===== config.mk =====
export PLATFORM = sky130hd
export DESIGN_NAME = dqsb_fmul
export DESIGN_NICKNAME = d
export VERILOG_FILES = /design/src/dqsb_pkg.sv /design/src/dqsb_fmul.sv
export SDC_FILE = /design/constraint.sdc
export NUM_CORES = 2
export LEC_CHECK = 0
export BUFFER_PORTS_ARGS = -buffer_cell sky130_fd_sc_hd__buf_4
export CORE_ASPECT_RATIO = 1.1
export CORE_MARGIN = 2
export CORE_UTILIZATION = 35
export CTS_CLUSTER_SIZE = 40
export DETAILED_ROUTE_END_ITERATION = 10
export PLACE_DENSITY_LB_ADDON = 0.12
export SYNTH_ARGS = -nofsm -noshare
export SYNTH_HDL_FRONTEND = slang
export SYNTH_SLANG_ARGS = --single-unit

===== constraint.sdc =====
create_clock -name clk -period 13.1 [get_ports clk]
set_input_delay 0.655 -clock clk [delete_from_list [all_inputs] [get_ports clk]]
set_output_delay 0.655 -clock clk [all_outputs]
set_load 0.02 [all_outputs]

===== src/dqsb_pkg.sv =====
package dqsb_pkg;

  // Output and bias format codes.
  localparam logic [1:0] FMT_FP32 = 2'd0;
  localparam logic [1:0] FMT_FP16 = 2'd1;
  localparam logic [1:0] FMT_BF16 = 2'd2;

  // Configuration register indexes.
  localparam logic [2:0] CFG_OUTPUT_FORMAT       = 3'd0;
  localparam logic [2:0] CFG_BIAS_ENABLE         = 3'd1;
  localparam logic [2:0] CFG_SCALAR_WEIGHT_MODE  = 3'd2;
  localparam logic [2:0] CFG_SCALAR_WEIGHT_SCALE = 3'd3;

  // Canonical quiet NaNs.
  localparam logic [31:0] QNAN32 = 32'h7FC0_0000;
  localparam logic [15:0] QNAN16 = 16'h7E00;
  localparam logic [15:0] QNANBF = 16'h7FC0;

  // Leading zero count of a 50-bit word; 50 for an all-zero word.
  function automatic logic [5:0] lzc50(input logic [49:0] x);
    logic [5:0] n;
    n = 6'd50;
    for (int i = 0; i < 50; i++) begin
      if (x[i]) n = 6'(49 - i);
    end
    return n;
  endfunction

  function automatic logic is_nan32(input logic [31:0] b);
    return (b[30:23] == 8'hFF) && (b[22:0] != 23'd0);
  endfunction

  // Rounds sig * 2^(e - 176) to fp32, nearest even, with subnormals.
  // A nonzero sig has its top bit at bit 49.
  function automatic logic [31:0] round32(input logic s, input logic signed [11:0] e,
                                          input logic [49:0] sig);
    logic [99:0] sh_v;
    logic [11:0] shamt;
    logic [23:0] mant;
    logic        g;
    logic        st;
    logic        up;
    logic [7:0]  ef;
    logic [30:0] mag;
    logic [31:0] res;
    shamt = 12'd0;
    if (e < 12'sd1) begin
      shamt = 12'(12'sd1 - e);
      if (shamt > 12'd51) shamt = 12'd51;
    end
    sh_v = {sig, 50'b0} >> shamt;
    mant = sh_v[99:76];
    g    = sh_v[75];
    st   = |sh_v[74:0];
    up   = g & (st | mant[0]);
    ef   = (e < 12'sd1) ? 8'd0 : e[7:0];
    mag  = {ef, mant[22:0]} + {30'b0, up};
    if (sig == 50'd0) begin
      res = {s, 31'b0};
    end else if (e > 12'sd254) begin
      res = {s, 8'hFF, 23'b0};
    end else begin
      res = {s, mag};
    end
    return res;
  endfunction

  // Exact widening of fp16 to fp32.
  function automatic logic [31:0] h2s(input logic [15:0] h);
    logic [4:0]  ex;
    logic [9:0]  man;
    logic [5:0]  k;
    logic [9:0]  mn;
    logic [31:0] res;
    ex  = h[14:10];
    man = h[9:0];
    k   = lzc50({man, 40'b0}) + 6'd1;
    mn  = man << k;
    if (ex == 5'd31) begin
      res = {h[15], 8'hFF, man, 13'b0};
    end else if (ex == 5'd0) begin
      if (man == 10'd0) res = {h[15], 31'b0};
      else res = {h[15], 8'(8'd113 - {2'b0, k}), mn, 13'b0};
    end else begin
      res = {h[15], 8'({3'b0, ex} + 8'd112), man, 13'b0};
    end
    return res;
  endfunction

  // Rounds fp32 to fp16, nearest even; fp32 subnormals go to zero.
  function automatic logic [15:0] s2h(input logic [31:0] b);
    logic              sign;
    logic [7:0]        ex;
    logic signed [9:0] e;
    logic [9:0]        shift;
    logic [47:0]       sh_v;
    logic [11:0]       q;
    logic              up;
    logic [15:0]       ebits;
    logic [15:0]       res;
    sign  = b[31];
    ex    = b[30:23];
    e     = $signed({2'b0, ex}) - 10'sd127;
    shift = (e >= -10'sd14) ? 10'd13 : 10'(-10'sd1 - e);
    sh_v  = {1'b1, b[22:0], 24'b0} >> shift;
    up    = sh_v[23] & ((|sh_v[22:0]) | sh_v[24]);
    q     = {1'b0, sh_v[34:24]} + {11'b0, up};
    ebits = {1'b0, 5'(e + 10'sd14), 10'b0};
    if (ex == 8'hFF) begin
      res = (b[22:0] != 23'd0) ? QNAN16 : {sign, 15'h7C00};
    end else if (ex == 8'd0) begin
      res = {sign, 15'b0};
    end else if (e > 10'sd15) begin
      res = {sign, 15'h7C00};
    end else if (shift > 10'd25) begin
      res = {sign, 15'b0};
    end else if (e >= -10'sd14) begin
      res = {sign, 15'b0} | (ebits + {4'b0, q});
    end else begin
      res = {sign, 15'b0} | {4'b0, q};
    end
    return res;
  endfunction

  // Final rounding of the fp32 sum to the output format.
  function automatic logic [31:0] fmt_out(input logic [1:0] fmt, input logic [31:0] f);
    logic [31:0] bsum;
    logic [31:0] res;
    bsum = f + 32'h0000_7FFF + {31'b0, f[16]};
    case (fmt)
      FMT_FP32: res = is_nan32(f) ? QNAN32 : f;
      FMT_FP16: res = {16'b0, s2h(f)};
      default:  res = is_nan32(f) ? {16'b0, QNANBF} : {16'b0, bsum[31:16]};
    endcase
    return res;
  endfunction

  // Bias widened exactly to fp32.
  function automatic logic [31:0] bias_widen(input logic [1:0] fmt, input logic [31:0] bv);
    logic [31:0] res;
    case (fmt)
      FMT_FP32: res = bv;
      FMT_FP16: res = h2s(bv[15:0]);
      default:  res = {bv[15:0], 16'b0};
    endcase
    return res;
  endfunction

endpackage


===== src/dqsb_fmul.sv =====
// Three-stage fp32 multiplier: mantissa product, normalize, round.
module dqsb_fmul #(
  parameter int TagW = 32
) (
  input  logic            clk,
  input  logic            rst,
  input  logic            en,
  input  logic            in_valid,
  input  logic [31:0]     a,
  input  logic [31:0]     b,
  input  logic [TagW-1:0] tag,
  output logic            out_valid,
  output logic [31:0]     product,
  output logic [TagW-1:0] tag_out
);

  logic [7:0]  ea, eb;
  logic [7:0]  xa, xb;
  logic [23:0] ma, mb;
  logic        nan_a, nan_b, inf_a, inf_b, zero_a, zero_b;

  // Stage one registers.
  logic               m1_valid;
  logic [47:0]        m1_p;
  logic signed [11:0] m1_e;
  logic               m1_s, m1_nan, m1_inf;
  logic [TagW-1:0]    m1_tag;
  // Stage two registers.
  logic               m2_valid;
  logic [49:0]        m2_sig;
  logic signed [11:0] m2_e;
  logic               m2_s, m2_nan, m2_inf;
  logic [TagW-1:0]    m2_tag;
  // Stage three registers.
  logic               m3_valid;
  logic [31:0]        m3_f;
  logic [TagW-1:0]    m3_tag;

  logic [5:0] lz;

  // Operand unpacking; subnormals use exponent one without the hidden bit.
  always_comb begin
    ea     = a[30:23];
    eb     = b[30:23];
    xa     = (ea == 8'd0) ? 8'd1 : ea;
    xb     = (eb == 8'd0) ? 8'd1 : eb;
    ma     = {ea != 8'd0, a[22:0]};
    mb     = {eb != 8'd0, b[22:0]};
    nan_a  = (ea == 8'hFF) && (a[22:0] != 23'd0);
    nan_b  = (eb == 8'hFF) && (b[22:0] != 23'd0);
    inf_a  = (ea == 8'hFF) && (a[22:0] == 23'd0);
    inf_b  = (eb == 8'hFF) && (b[22:0] == 23'd0);
    zero_a = (ea == 8'd0) && (a[22:0] == 23'd0);
    zero_b = (eb == 8'd0) && (b[22:0] == 23'd0);
  end

  assign lz = dqsb_pkg::lzc50({m1_p, 2'b0});

  always_ff @(posedge clk) begin
    if (rst) begin
      m1_valid <= 1'b0;
      m2_valid <= 1'b0;
      m3_valid <= 1'b0;
    end else if (en) begin
      m1_valid <= in_valid;
      m2_valid <= m1_valid;
      m3_valid <= m2_valid;
    end
  end

  always_ff @(posedge clk) begin
    if (en) begin
      // Product of the raw mantissas and the biased exponent sum.
      m1_p   <= 48'(ma) * 48'(mb);
      m1_e   <= $signed({4'b0, xa}) + $signed({4'b0, xb}) - 12'sd126;
      m1_s   <= a[31] ^ b[31];
      m1_nan <= nan_a | nan_b | (inf_a & zero_b) | (inf_b & zero_a);
      m1_inf <= inf_a | inf_b;
      m1_tag <= tag;
      // Left-align the product.
      m2_sig <= {m1_p, 2'b0} << lz;
      m2_e   <= m1_e - $signed({6'b0, lz});
      m2_s   <= m1_s;
      m2_nan <= m1_nan;
      m2_inf <= m1_inf;
      m2_tag <= m1_tag;
      // Round, or give the special result.
      if (m2_nan) m3_f <= dqsb_pkg::QNAN32;
      else if (m2_inf) m3_f <= {m2_s, 8'hFF, 23'b0};
      else m3_f <= dqsb_pkg::round32(m2_s, m2_e, m2_sig);
      m3_tag <= m2_tag;
    end
  end

  assign out_valid = m3_valid;
  assign product   = m3_f;
  assign tag_out   = m3_tag;

endmodule


Word-level counts from Yosys, hierarchy flattened
Cells that the tools add are included.
{"block": "classes", "n_mux": 59, "n_mul": 1, "n_reduce_logical": 18, "shifts": 2, "bitwise": 9, "addsub": 5, "n_eq_ne": 2, "order_cmp": 3}
{"cell": "6-bit two-way mux", "n": 47}
{"cell": "100-bit by 12-bit >> shifter with 99-bit output", "n": 1}
{"cell": "75-bit OR reduction", "n": 1}
{"cell": "31-bit two-way mux", "n": 2}
{"cell": "12-bit two-way mux", "n": 5}
{"cell": "50-bit zero test", "n": 1}
{"cell": "50-bit by 6-bit left shift with 50-bit output", "n": 1}
{"cell": "24-bit by 24-bit multiplier with 48-bit output", "n": 1}
{"cell": "23-bit zero test", "n": 2}
{"cell": "23-bit nonzero test", "n": 2}
{"cell": "31-bit by 1-bit adder with 31-bit output", "n": 1}
{"cell": "8-bit two-way mux", "n": 3}
{"cell": "23-bit two-way mux", "n": 1}
{"cell": "8-bit == test, second input constant", "n": 2}
{"cell": "8-bit zero test", "n": 2}
{"cell": "8-bit nonzero test", "n": 2}
{"cell": "12-bit by 6-bit > comparator with 1-bit output, second input constant", "n": 1}
{"cell": "12-bit by 9-bit > comparator with 1-bit output, second input constant", "n": 1}
{"cell": "12-bit by 2-bit < comparator with 1-bit output, second input constant", "n": 1}
{"cell": "12-bit by 7-bit subtractor with 12-bit output", "n": 1}
{"cell": "2-bit by 12-bit subtractor with 12-bit output, first input constant", "n": 1}
{"cell": "9-bit by 7-bit subtractor with 10-bit output, second input constant", "n": 1}
{"cell": "8-bit by 8-bit adder with 9-bit output", "n": 1}
{"cell": "1-bit logical AND", "n": 6}
{"cell": "6 further kinds", "n": 12}
{"block": "word_totals", "wordCells": 118, "register_bits": 259, "output_inout_bits": 65, "in_bits": 100}

Logic depth before layout (Yosys ltp)
{"block": "depth", "word_depth": 49, "depth_mapped": 28, "depth_no_buf": 27}

Worst setup path after synthesis
Ideal clock, no wire load.
{"block": "synth_path", "kind": "in2reg", "startpoint": "in b[6]", "endpoint": "reg m1_p[43], data pin", "setup_time_ns": 0.265, "setup_slack_ns": 5.191, "t_required_ns": 12.835, "t_arrival_ns": 7.644, "path_stages": 26, "path_buffers": 2, "cell_sequence": "clkbuf_1 clkbuf_1 nand2_1 fa_1 inv_1 fa_1 fa_1 inv_1 fa_1 fa_1 inv_1 fa_1 fa_1 ha_1 a21o_1 a21oi_1 a21bo_2 a21oi_1 o211ai_1 a31oi_1 o21ai_0 a21oi_1 o21ai_0 a311oi_1 o21ai_0 xor2_1"}
{"block": "synth_between", "elab_chain_len": 1}
{"element": "start, declared", "line_no": "dqsb_fmul.sv:10", "source": "input logic [31:0] b,"}
{"element": "24-bit by 24-bit multiplier with 48-bit output", "line_no": "dqsb_fmul.sv:74", "source": "m1_p <= 48'(ma) * 48'(mb);"}
{"element": "end signal, assigned", "line_no": "dqsb_fmul.sv:74"}
{"element": "end, declared", "line_no": "dqsb_fmul.sv:24", "source": "logic [47:0] m1_p;"}
Every way passes these cells.
A chain may end at the register's enable or synchronous reset.

Worst setup path in the final report
{"block": "layout_path", "startpoint": "in a[30]", "endpoint": "reg m1_p[43], data pin"}
{"block": "layout_between", "elab_chain_len": 2}
{"element": "start, declared", "line_no": "dqsb_fmul.sv:9", "source": "input logic [31:0] a,"}
{"element": "8-bit nonzero test", "line_no": "dqsb_fmul.sv:47", "source": "ma = {ea != 8'd0, a[22:0]};"}
{"element": "24-bit by 24-bit multiplier with 48-bit output", "line_no": "dqsb_fmul.sv:74"}
Every way passes these cells.

==> metrics.cfg <==
[sta]
final-setup-viol-count=0
period_share_pct=65.0
timing.fmax_mhz=117
tns_ps=0
fin_crit_ps=8510
finClkSkew_ps=19.6
maxSlewViolCount=0
maxSlewHeadroom_pct=34.6
rsz0062_at_grt=false
hold_viol=0
worstMarginPinSlew_ps=973

[route]
vias_per_cell=5.34
drtAntennaViolNets=0
drc=0
via_count=26730
wirelength_um=109000
drt_iter0_drc=1667
dr.pass1.iters=5
wl_per_cell_um=21.7

[job]
drv_cap=0

[worst_setup_path]
crit_required_ps=13420
reg2regPathDepth=15
crit_top_cell=fa_1
max_stage_delay_ps=830
cp-start-kind=input pin
crit_chain=buf_4, nor4_1, nand2_1, buf_4, and2_1, fa_1, fa_1, fa_1, inv_1, fa_1, fa_1, fa_1, inv_1, fa_1, ha_1, o21ai_0, nand2b_1, a31oi_1, o21ai_0, a21oi_1, o21ai_0, a311oi_1, o21ai_0, xor2_1
arrival_ps=8830
crit_type=in2reg
endpoint_kind=flip-flop
critPathSlowestCell=nor4_1
cp_max_fo=24

[min_path]
min_path_cells=1
hold_class=in2reg

[final_layout]
nFillCells=10079
drive_above_1_share_pct=8.45
layout_common_cells=543 x inv_1, 484 x nand2_1, 484 x fa_1, 252 x edfxtp_1, 229 x and2_1
nets=4477
layout_commonest_cell=inv_1
syn_to_final_growth_pct=9.14
utilization_pct=38.4

[synthesis]
synthFlopType=edfxtp_1
synth.ff_latch_count=255
synth.distinct_cells=105
synth_edf_count=252
yosysSeqAreaShare_pct=22.0
synth_nets=4457
syn_avg_cell_area_um2=9.43
async_flop_share_pct=0
synth_cells=3675
syn_area_um2=34600
yosys_warnings=0

[placed_design]
gp_congestion=0.889
hpwl_um=82600
portBuffers=164

[clock_network]
cts.clk_slew.worst_paths_ps=60
clock_sinks=255
cts.repair.resized=0
post_cts_buffers=0
hold_buffers=0
cts_max_level=1
cts_tree=built
numCtsBuffers=26
root_buffer=clkbuf_16
clock_latency_ps=580
cts.path.max_buffers=3

[floorplan]
start_util_pct=35.2
core-area_um2=98600
fp.dieH_um=334
die_w_um=304
num_rows=121
io_pins=165
dieArea_um2=102000

[run_status]
outcome=completed

[global_routing]
overflow=0
grt_start_max_net_pins=76
grt_pass1_vias=27437
groute.usage.overall_pct=21.4
grt_pass1_wl_um=169000
antenna_found_initial=2

[per-layer routing]
metal,GRT usage [%],part of all wire [%],up-vias
met3,2.05,4.2,181
met1,27.3,43,13510
li1,-,-,12321
met5,0,0.012,-
met2,37.6,50,716
met4,7.49,3.8,2
[cell type report]
cell class                 count  area (um^2)  area share [%]
clock inverter                20          215           0.569
sequential                   255         7630            20.2
tap                         1291         1620            4.27
antenna                        1         2.50         0.00662
clock buffer                  27          654            1.73
timing repair buffer         196         1480            3.91
inverter                     548         2060            5.44
multi-input combinational   2668        24200            63.9
[Yosys cell counts, drive strengths merged, types with 26 or more instances]
library cell | n | area (um^2)
a211oi | 31 | 233
a21o | 35 | 263
a21oi | 123 | 634
and2 | 230 | 1440
clkbuf | 179 | 672
edfxtp | 252 | 7570
fa | 484 | 9690
ha | 198 | 2480
inv | 545 | 2050
mux2 | 38 | 428
mux2i | 97 | 971
nand2 | 484 | 1820
nand3 | 98 | 495
nand4 | 26 | 163
nor2 | 159 | 597
nor3 | 59 | 300
nor4 | 44 | 282
o211ai | 33 | 248
o21ai | 95 | 494
xnor2 | 50 | 438
[critical path, delay by kind of cell]
kind / cells / cell delay [ps]
AND/OR/NAND/NOR: 4 / 1380
adder cells (fa/ha/maj): 8 / 3820
buffers and inverters: 4 / 520
AO/OA/AOI/OAI: 7 / 2240
XOR/XNOR: 1 / 180
[worst paths after layout]
kind | start | slack (ps) | end
worst max-delay path | a[30] | 4590 | m1_p[43]
worst min-delay path | tag[21] | 260 | m1_tag[21]
worst min register to register | m2_tag[20] | 420 | tag_out[20]
worst max register to register | m2_e[1] | 5610 | product[17]
[metrics by stage]
stage	std cells	hold WS [ps]	cell area, um^2	setup WS [ps]
floorplan	3675	400	34600	5190
global placement	4958	400	36900	3690
detailed placement	4958	405	36900	3600
CTS	5005	221	37800	4240
global route	5005	227	37800	3970
finish	5006	262	37800	4590
[cells by family after synthesis]
kind of cell	after synthesis	share of synthesized area, %
buf+inv	752	8.31
mux	142	4.50
flops	255	22.0
simple gates	1215	17.0
xor+xnor	68	1.72
compound gates	561	11.3
fa+ha+maj	682	35.1
[registers in the layout, indices dropped and copies added (netlist names)]
register	flops
m2_sig	48
m2_s	1
m2_inf	1
m1_nan	1
m1_s	1
m1_e	10
m1_inf	1
m1_p	48
m2_valid	1
m2_nan	1
tag_out	32
m1_valid	1
m1_tag	32
product	32
out_valid	1
m2_e	12
m2_tag	32
Power is not shown: default switching activity piles up to over one toggle a cycle in this logic, so the estimate is an artifact.
