<file path="config.mk">
export PLATFORM = sky130hd
export DESIGN_NAME = dqsb_fadd
export DESIGN_NICKNAME = d
export VERILOG_FILES = /design/src/dqsb_pkg.sv /design/src/dqsb_fadd.sv
export SDC_FILE = /design/constraint.sdc
export NUM_CORES = 1
export LEC_CHECK = 0
export BUFFER_PORTS_ARGS = -buffer_cell sky130_fd_sc_hd__buf_2
export CAP_MARGIN = 20
export CORE_UTILIZATION = 40
export CTS_CLUSTER_DIAMETER = 50
export DETAILED_ROUTE_END_ITERATION = 16
export SLEW_MARGIN = 10
export SYNTH_ARGS = -nofsm -noshare
export SYNTH_HDL_FRONTEND = slang
export SYNTH_SLANG_ARGS = --single-unit
</file>
<file path="constraint.sdc">
create_clock -name clk -period 7.2 [get_ports clk]
set_input_delay 0.72 -clock clk [delete_from_list [all_inputs] [get_ports clk]]
set_output_delay 0.72 -clock clk [all_outputs]
set_load 0.03 [all_outputs]
</file>
<file path="src/dqsb_pkg.sv">
package dqsb_pkg;

  // Output and bias format codes.
  localparam logic [1:0] FMT_FP32 = 2'd0;
  localparam logic [1:0] FMT_FP16 = 2'd1;
  localparam logic [1:0] FMT_BF16 = 2'd2;

  // Configuration register indexes.
  localparam logic [2:0] CFG_OUTPUT_FORMAT       = 3'd0;
  localparam logic [2:0] CFG_BIAS_ENABLE         = 3'd1;
  localparam logic [2:0] CFG_SCALAR_WEIGHT_MODE  = 3'd2;
  localparam logic [2:0] CFG_SCALAR_WEIGHT_SCALE = 3'd3;

  // Canonical quiet NaNs.
  localparam logic [31:0] QNAN32 = 32'h7FC0_0000;
  localparam logic [15:0] QNAN16 = 16'h7E00;
  localparam logic [15:0] QNANBF = 16'h7FC0;

  // Leading zero count of a 50-bit word; 50 for an all-zero word.
  function automatic logic [5:0] lzc50(input logic [49:0] x);
    logic [5:0] n;
    n = 6'd50;
    for (int i = 0; i < 50; i++) begin
      if (x[i]) n = 6'(49 - i);
    end
    return n;
  endfunction

  function automatic logic is_nan32(input logic [31:0] b);
    return (b[30:23] == 8'hFF) && (b[22:0] != 23'd0);
  endfunction

  // Rounds sig * 2^(e - 176) to fp32, nearest even, with subnormals.
  // A nonzero sig has its top bit at bit 49.
  function automatic logic [31:0] round32(input logic s, input logic signed [11:0] e,
                                          input logic [49:0] sig);
    logic [99:0] sh_v;
    logic [11:0] shamt;
    logic [23:0] mant;
    logic        g;
    logic        st;
    logic        up;
    logic [7:0]  ef;
    logic [30:0] mag;
    logic [31:0] res;
    shamt = 12'd0;
    if (e < 12'sd1) begin
      shamt = 12'(12'sd1 - e);
      if (shamt > 12'd51) shamt = 12'd51;
    end
    sh_v = {sig, 50'b0} >> shamt;
    mant = sh_v[99:76];
    g    = sh_v[75];
    st   = |sh_v[74:0];
    up   = g & (st | mant[0]);
    ef   = (e < 12'sd1) ? 8'd0 : e[7:0];
    mag  = {ef, mant[22:0]} + {30'b0, up};
    if (sig == 50'd0) begin
      res = {s, 31'b0};
    end else if (e > 12'sd254) begin
      res = {s, 8'hFF, 23'b0};
    end else begin
      res = {s, mag};
    end
    return res;
  endfunction

  // Exact widening of fp16 to fp32.
  function automatic logic [31:0] h2s(input logic [15:0] h);
    logic [4:0]  ex;
    logic [9:0]  man;
    logic [5:0]  k;
    logic [9:0]  mn;
    logic [31:0] res;
    ex  = h[14:10];
    man = h[9:0];
    k   = lzc50({man, 40'b0}) + 6'd1;
    mn  = man << k;
    if (ex == 5'd31) begin
      res = {h[15], 8'hFF, man, 13'b0};
    end else if (ex == 5'd0) begin
      if (man == 10'd0) res = {h[15], 31'b0};
      else res = {h[15], 8'(8'd113 - {2'b0, k}), mn, 13'b0};
    end else begin
      res = {h[15], 8'({3'b0, ex} + 8'd112), man, 13'b0};
    end
    return res;
  endfunction

  // Rounds fp32 to fp16, nearest even; fp32 subnormals go to zero.
  function automatic logic [15:0] s2h(input logic [31:0] b);
    logic              sign;
    logic [7:0]        ex;
    logic signed [9:0] e;
    logic [9:0]        shift;
    logic [47:0]       sh_v;
    logic [11:0]       q;
    logic              up;
    logic [15:0]       ebits;
    logic [15:0]       res;
    sign  = b[31];
    ex    = b[30:23];
    e     = $signed({2'b0, ex}) - 10'sd127;
    shift = (e >= -10'sd14) ? 10'd13 : 10'(-10'sd1 - e);
    sh_v  = {1'b1, b[22:0], 24'b0} >> shift;
    up    = sh_v[23] & ((|sh_v[22:0]) | sh_v[24]);
    q     = {1'b0, sh_v[34:24]} + {11'b0, up};
    ebits = {1'b0, 5'(e + 10'sd14), 10'b0};
    if (ex == 8'hFF) begin
      res = (b[22:0] != 23'd0) ? QNAN16 : {sign, 15'h7C00};
    end else if (ex == 8'd0) begin
      res = {sign, 15'b0};
    end else if (e > 10'sd15) begin
      res = {sign, 15'h7C00};
    end else if (shift > 10'd25) begin
      res = {sign, 15'b0};
    end else if (e >= -10'sd14) begin
      res = {sign, 15'b0} | (ebits + {4'b0, q});
    end else begin
      res = {sign, 15'b0} | {4'b0, q};
    end
    return res;
  endfunction

  // Final rounding of the fp32 sum to the output format.
  function automatic logic [31:0] fmt_out(input logic [1:0] fmt, input logic [31:0] f);
    logic [31:0] bsum;
    logic [31:0] res;
    bsum = f + 32'h0000_7FFF + {31'b0, f[16]};
    case (fmt)
      FMT_FP32: res = is_nan32(f) ? QNAN32 : f;
      FMT_FP16: res = {16'b0, s2h(f)};
      default:  res = is_nan32(f) ? {16'b0, QNANBF} : {16'b0, bsum[31:16]};
    endcase
    return res;
  endfunction

  // Bias widened exactly to fp32.
  function automatic logic [31:0] bias_widen(input logic [1:0] fmt, input logic [31:0] bv);
    logic [31:0] res;
    case (fmt)
      FMT_FP32: res = bv;
      FMT_FP16: res = h2s(bv[15:0]);
      default:  res = {bv[15:0], 16'b0};
    endcase
    return res;
  endfunction

endpackage

</file>
<file path="src/dqsb_fadd.sv">
// Four-stage fp32 adder: order operands, align and add, normalize, round.
// With add_en low the first operand passes unchanged.
module dqsb_fadd (
  input  logic        clk,
  input  logic        rst,
  input  logic        en,
  input  logic        add_en,
  input  logic        in_valid,
  input  logic [31:0] a,
  input  logic [31:0] b,
  output logic        out_valid,
  output logic [31:0] sum
);

  logic        swap;
  logic [31:0] x, y;
  logic [7:0]  ex_raw, ey_raw, ex, ey;
  logic        nan_x, nan_y, inf_x, inf_y, sub;

  // Stage one registers.
  logic        a1_valid;
  logic [23:0] a1_mx, a1_my;
  logic [7:0]  a1_ex, a1_d;
  logic        a1_s, a1_sub, a1_nan, a1_inf, a1_zs, a1_pass;
  logic [31:0] a1_raw;
  // Stage two registers.
  logic        a2_valid;
  logic [50:0] a2_sum;
  logic [7:0]  a2_ex;
  logic        a2_s, a2_nan, a2_inf, a2_zs, a2_pass;
  logic [31:0] a2_raw;
  // Stage three registers.
  logic               a3_valid;
  logic [49:0]        a3_sig;
  logic signed [11:0] a3_e;
  logic               a3_s, a3_nan, a3_inf, a3_zs, a3_zero, a3_pass;
  logic [31:0]        a3_raw;
  // Stage four registers.
  logic        a4_valid;
  logic [31:0] a4_f;

  logic [7:0]  d_cap;
  logic [99:0] y_sh;
  logic [49:0] xv, yv;
  logic [5:0]  lz;

  // Put the larger magnitude first.
  always_comb begin
    swap   = a[30:0] < b[30:0];
    x      = swap ? b : a;
    y      = swap ? a : b;
    ex_raw = x[30:23];
    ey_raw = y[30:23];
    ex     = (ex_raw == 8'd0) ? 8'd1 : ex_raw;
    ey     = (ey_raw == 8'd0) ? 8'd1 : ey_raw;
    nan_x  = (ex_raw == 8'hFF) && (x[22:0] != 23'd0);
    nan_y  = (ey_raw == 8'hFF) && (y[22:0] != 23'd0);
    inf_x  = (ex_raw == 8'hFF) && (x[22:0] == 23'd0);
    inf_y  = (ey_raw == 8'hFF) && (y[22:0] == 23'd0);
    sub    = x[31] ^ y[31];
  end

  // Alignment of the smaller operand, with a sticky bit for lost bits.
  always_comb begin
    d_cap = (a1_d > 8'd60) ? 8'd60 : a1_d;
    y_sh  = {a1_my, 26'b0, 50'b0} >> d_cap;
    xv    = {a1_mx, 26'b0};
    yv    = y_sh[99:50] | {49'b0, |y_sh[49:0]};
  end

  assign lz = dqsb_pkg::lzc50(a2_sum[49:0]);

  always_ff @(posedge clk) begin
    if (rst) begin
      a1_valid <= 1'b0;
      a2_valid <= 1'b0;
      a3_valid <= 1'b0;
      a4_valid <= 1'b0;
    end else if (en) begin
      a1_valid <= in_valid;
      a2_valid <= a1_valid;
      a3_valid <= a2_valid;
      a4_valid <= a3_valid;
    end
  end

  always_ff @(posedge clk) begin
    if (en) begin
      a1_mx   <= {ex_raw != 8'd0, x[22:0]};
      a1_my   <= {ey_raw != 8'd0, y[22:0]};
      a1_ex   <= ex;
      a1_d    <= ex - ey;
      a1_s    <= x[31];
      a1_sub  <= sub;
      a1_nan  <= nan_x | nan_y | (inf_x & inf_y & sub);
      a1_inf  <= inf_x | inf_y;
      a1_zs   <= sub ? 1'b0 : x[31];
      a1_pass <= !add_en;
      a1_raw  <= a;

      a2_sum  <= a1_sub ? ({1'b0, xv} - {1'b0, yv}) : ({1'b0, xv} + {1'b0, yv});
      a2_ex   <= a1_ex;
      a2_s    <= a1_s;
      a2_nan  <= a1_nan;
      a2_inf  <= a1_inf;
      a2_zs   <= a1_zs;
      a2_pass <= a1_pass;
      a2_raw  <= a1_raw;

      // Normalize: a carry out moves right by one, else shift left.
      if (a2_sum[50]) begin
        a3_sig <= {a2_sum[50:2], a2_sum[1] | a2_sum[0]};
        a3_e   <= $signed({4'b0, a2_ex}) + 12'sd1;
      end else begin
        a3_sig <= a2_sum[49:0] << lz;
        a3_e   <= $signed({4'b0, a2_ex}) - $signed({6'b0, lz});
      end
      a3_zero <= (a2_sum == 51'd0);
      a3_s    <= a2_s;
      a3_nan  <= a2_nan;
      a3_inf  <= a2_inf;
      a3_zs   <= a2_zs;
      a3_pass <= a2_pass;
      a3_raw  <= a2_raw;

      if (a3_pass) a4_f <= a3_raw;
      else if (a3_nan) a4_f <= dqsb_pkg::QNAN32;
      else if (a3_inf) a4_f <= {a3_s, 8'hFF, 23'b0};
      else if (a3_zero) a4_f <= {a3_zs, 31'b0};
      else a4_f <= dqsb_pkg::round32(a3_s, a3_e, a3_sig);
    end
  end

  assign out_valid = a4_valid;
  assign sum       = a4_f;

endmodule

</file>
# Yosys cells after proc, flatten, opt, wreduce, memory -nomap -nowiden
# Cells that the tools add are included.
[word_totals]
regBits = 334
inputBits = 69
output_inout_bits = 33
word_cells = 150
[classes]
addsub = 7
magnitude_cmp = 5
n_eq_ne = 2
shifts = 3
muxes = 72
bitwise_logic = 10
reduce_logical = 17
[ops]
columns = ["cell", "n"]
rows = [
  ["two-way mux 6 bit", 49],
  ["two-way mux 32 bit", 6],
  [">> shifter 100 x 12 -> 99 bit", 1],
  [">> shifter 100 x 8 -> 100 bit", 1],
  ["two-way mux 12 bit", 8],
  ["OR reduction 75 bit", 1],
  ["two-way mux 31 bit", 2],
  ["adder 50 x 50 -> 51 bit", 1],
  ["logical NOT 51 bit", 1],
  ["two-way mux 51 bit", 1],
  ["subtractor 50 x 50 -> 51 bit", 1],
  ["logical NOT 50 bit", 1],
  ["bitwise OR 50 x 1 -> 50 bit", 1],
  ["OR reduction 50 bit", 1],
  ["<< shifter 50 x 6 -> 50 bit", 1],
  ["two-way mux 49 bit", 1],
  ["logical NOT 23 bit", 2],
  ["nonzero test 23 bit", 2],
  ["two-way mux 8 bit", 4],
  ["adder 31 x 1 -> 31 bit", 1],
  ["less-than comparator 31 bit", 1],
  ["== test 8 bit, second input constant", 2],
  ["logical NOT 8 bit", 2],
  ["nonzero test 8 bit", 2],
  ["other kinds (14)", 23],
]

# Depth between registers and ports, before layout
[depth]
word_depth = 52
depth_mapped = 30
mapped_depth_nobuf = 26

# Worst setup path after synthesis
# OpenSTA, ideal clock, no wires.
[synth_path]
path_type = "in2reg"
startpoint = "input b[24]"
endpoint = "register a1_d[7], data pin"
setup_time_ns = 0.260
arrival_ns = 5.912
t_required_ns = 6.940
setup_slack_ns = 1.028
path_stages = 28
n_path_buf = 5
path_cell_list = "inv_1 > ha_1 > a21o_1 > a21o_1 > a21o_1 > a21o_1 > a21o_1 > a21o_1 > a21o_1 > a2111oi_0 > o211ai_1 > o211ai_1 > buf_1 > clkbuf_1 > clkbuf_1 > buf_1 > clkbuf_1 > nand2_1 > o211ai_1 > ha_1 > nor2b_1 > o21ai_0 > nand2b_1 > a21o_1 > a21o_1 > a21o_1 > a21oi_1 > xnor2_1"
[synth_between]
elab_chain_len = 5
elab_cells_between_ends = 8
cone_classes = "add/sub: 1; order compare: 1; mux: 4; reduce/logical: 2"
[synth_rtl]
columns = ["element", "line_no", "rtl"]
rows = [
  ["start: declaration", "dqsb_fadd.sv:10", "input logic [31:0] b,"],
  ["less-than comparator 31 bit", "dqsb_fadd.sv:49", "swap = a[30:0] < b[30:0];"],
  ["two-way mux 32 bit, on equally long branches", "dqsb_fadd.sv:50, dqsb_fadd.sv:51", ""],
  ["logical NOT 8 bit, on equally long branches", "dqsb_fadd.sv:54, dqsb_fadd.sv:55", ""],
  ["two-way mux 8 bit, on equally long branches", "dqsb_fadd.sv:54, dqsb_fadd.sv:55", ""],
  ["subtractor 8 bit (*)", "dqsb_fadd.sv:92", "a1_d <= ex - ey;"],
  ["end signal: assignment", "dqsb_fadd.sv:92", ""],
  ["end: declaration", "dqsb_fadd.sv:23", "logic [7:0] a1_ex, a1_d;"],
]
# Mark *: on every way between the ends. The rest lies on a longest branch, timed or not.
# A chain may end at the register's enable or synchronous reset.

# Worst setup path in the final report
[layout_path]
startpoint = "register a1_d[3]"
endpoint = "register a2_sum[50], data pin"
[layout_between]
elab_chain_len = 7
elab_cells_between_ends = 8
cone_classes = "add/sub: 2; order compare: 1; shift: 1; mux: 2; bitwise: 1; reduce/logical: 1"
[layout_rtl]
columns = ["element", "line_no", "rtl"]
rows = [
  ["> comparator 8 x 6 -> 1 bit", "dqsb_fadd.sv:65", "d_cap = (a1_d > 8'd60) ? 8'd60 : a1_d;"],
  ["two-way mux 8 bit (*)", "dqsb_fadd.sv:65", ""],
  [">> shifter 100 x 8 -> 100 bit (*)", "dqsb_fadd.sv:66", "y_sh = {a1_my, 26'b0, 50'b0} >> d_cap;"],
  ["OR reduction 50 bit", "dqsb_fadd.sv:68", "yv = y_sh[99:50] | {49'b0, |y_sh[49:0]};"],
  ["bitwise OR 50 x 1 -> 50 bit (*)", "dqsb_fadd.sv:68", ""],
  ["named net yv[0]", "dqsb_fadd.sv:44", "logic [49:0] xv, yv;"],
  ["adder 50 x 50 -> 51 bit / subtractor 50 x 50 -> 51 bit (equally long branches)", "dqsb_fadd.sv:101", "a2_sum <= a1_sub ? ({1'b0, xv} - {1'b0, yv}) : ({1'b0, xv} + {1'b0, yv});"],
  ["two-way mux 51 bit (*)", "dqsb_fadd.sv:101", ""],
  ["end signal: assignment", "dqsb_fadd.sv:101", ""],
  ["end: declaration", "dqsb_fadd.sv:28", "logic [50:0] a2_sum;"],
]
# Mark *: on every way through the listed nets, which the timed path passes. The rest lies on a longest branch.

==> results.toml <==
[outcome]
outcome = "finished, final reports clean"

[layout]
seqCellArea_sq_um = 9930
syn2layout_area_growth_pct = 12.84
stdcell_count = 4186
multiInputGateArea_sq_um = 16730
fin_nets = 3390
fin_area_sq_um = 31530
drive_gt1_share_pct = 14.25
fillers = 6615
utilization_pct = 45.82
antenna_cells = 0

[route]
detail_route.iter0.violations = 3083
drt-total-wl_um = 114200
drtPass1Iterations = 8
antenna_left = 0
vias = 27010
viasPerCell = 6.452
avgRoutedWirePerCell_um = 27.28
drc = 0

[worst_setup_path]
required_ns = 7.51
crit_path_max_fanout = 15
end_kind = "flop"
worstSetupPathType = "flop to flop"
cp.arrival_ns = 7.16
start_kind = "flop"

[global_route]
grt_pass1_vias = 26100
grt_use_total_pct = 31.49
grt_pass1_wl_um = 169000
grt_start_max_net_pins = 111
antenna_found_initial = 0
grt_overflow = 0

[floorplanning]
dieArea_sq_um = 70920
fp.dieH_um = 266.3
rows = 96
ios = 102
core_area_sq_um = 68830
start_util_pct = 40.60
dieWidth_um = 266.3

[yosys]
async_reset_ff_share_pct = 0
synth-seq-cells = 332
yosysWarningCount = 0
synth-main-ff-cell = "edfxtp_1"
synth_top_area_cell = "edfxtp_1"
yosysSeqAreaShare_pct = 35.53
yosys-top-cells-count = "328 x edfxtp_1, 308 x nand2_1, 239 x nor2_1"
synthTopCellsByArea = "edfxtp_1 35%, mux2i_1 7.7%, ha_1 4.3%, nand2_1 4.1%, a21oi_1 4.0%"
synthesis.nets = 3301
syn_area_sq_um = 27950
synth.most_common_cell = "edfxtp_1"
ys_types = 107
syn_avg_cell_area_sq_um = 8.923
synth-edff-count = 328
synthCells = 3132
synth_top_area_share_pct = 35.25

[pwr]
power_mw = 8.800
ir_worst_vdd_mv = 0.1624
powerDensity_nw_per_um2 = 279.1
p_leak_nw = 12.45

[clock_network]
ctsResizeCount = 0
clockBufferDepth = 3
h-tree-depth = 2
postCtsSetupBuffers = 0
clock-sinks = 332
cts_tree = "yes"
root_buffer = "clkbuf_16"
hold_buffers = 0
clock_latency_ns = 0.56
clk_pin_slew_ns = 0.06
numCtsBuffers = 44

[placement]
io_buffers = 101
hpwlAfterDp_um = 88630
place.gp.congestion = 1.055
place_area_sq_um = 30020
pre_cts_slack_ns = 0.5038
dpl.cell_count = 4104

[timing]
hold_viol_final = 0
tightest_slew_ns = 1.087
fmax_mhz = 145.9
fin_crit_ns = 6.856
setup_viol = 0
grt_setup_unrepaired = "false"
hold_slack_ns = 0.3588
period_share_pct = 95.22
maxSlewHeadroom_pct = 27.54
slew_viol_final = 0
finClkSkew_ns = 0.03138
fin_ws_ns = 0.3439
fin_tns_setup_ns = 0

[run]
cap_viol_max_count = 0

[min_path]
hold_path_class = "input port to flop"
sequential cells by signal (all words and copies together) (netlist names), 10 cells and up:
name and cells:
a2_raw 32, a3_sig 50, a1_mx 24, a2_sum 51, a1_my 24, a1_raw 32, sum 32, a3_e 10
a3_raw 32
area by class of cell:
cell class | count | area share (%)
sequential | 332 | 31.49
tap | 931 | 3.694
timing repair buffer | 243 | 5.206
clock inverter | 32 | 1.198
multi-input combinational | 2447 | 53.05
inverter | 153 | 1.821
clock buffer | 48 | 3.539
cells in the final DEF, fill, tap and decap left out, types with 54 or more instances in the layout:
master / instances
ha_1: 97
a21oi_1: 218
nor3_1: 68
edfxtp_1: 328
nand3_1: 91
buf_2: 101
o21ai_0: 192
inv_1: 148
nand2_1: 307
mux2i_1: 215
mux2_2: 68
nor2_1: 239
xnor2_1: 54
buf_4: 136
where the power goes:
part	internal, mW	leakage (nW)	switching (mW)
Combinational	1.32	8.48	2.47
Clock	1.33	0.726	0.867
Sequential	2.45	3.25	0.360
path summary, 6_finish.rpt:
check | from | end | slack, ns | cells past startpoint
worst max register to register | a1_d[3]$_DFFE_PP_ | a2_sum[50]$_DFFE_PP_ | 0.34 | 21
worst min-delay path | rst | a3_valid$_SDFFE_PP0P_ | 0.36 | 2
worst max-delay path | a1_d[3]$_DFFE_PP_ | a2_sum[50]$_DFFE_PP_ | 0.34 | 21
worst min register to register | a1_ex[4]$_DFFE_PP_ | a2_ex[4]$_DFFE_PP_ | 0.41 | 0
worst max-delay path, stage by stage, from the launching register on:
cell and delay [ns]:
edfxtp_1 0.59, and4_1 0.39, nor3_2 0.69, buf_4 0.27, buf_4 0.23, mux2_2 0.41, a221oi_1 0.46, o2111ai_1 0.18
o41ai_1 0.50, nand3_1 0.19, inv_1 0.17, ha_1 0.18, inv_1 0.06, or4_4 0.54, nor3_2 0.19, nand3_1 0.18
a21oi_2 0.29, o2111ai_1 0.19, a41oi_1 0.34, a31o_2 0.23, nand4_1 0.12, o211a_1 0.19
routing by layer:
metal / vias to the layer above / track usage, % / wire length (um)
met1: 13130 / 38.90 / 45440
li1: 12150 / - / -
met2: 1344 / 52.93 / 54210
met5: - / 0 / 0
met3: 376 / 4.011 / 7343
met4: 0 / 17.82 / 7214
logic make-up after synthesis:
logic type | Yosys count | synth area share (%)
simple gates | 1007 | 17.90
mux | 293 | 11.25
fa+ha+maj | 100 | 4.558
xor+xnor | 90 | 2.821
buf+inv | 353 | 4.961
compound gates | 957 | 22.98
flops | 332 | 35.53
Note: power is estimated with default switching activity, not from simulation.
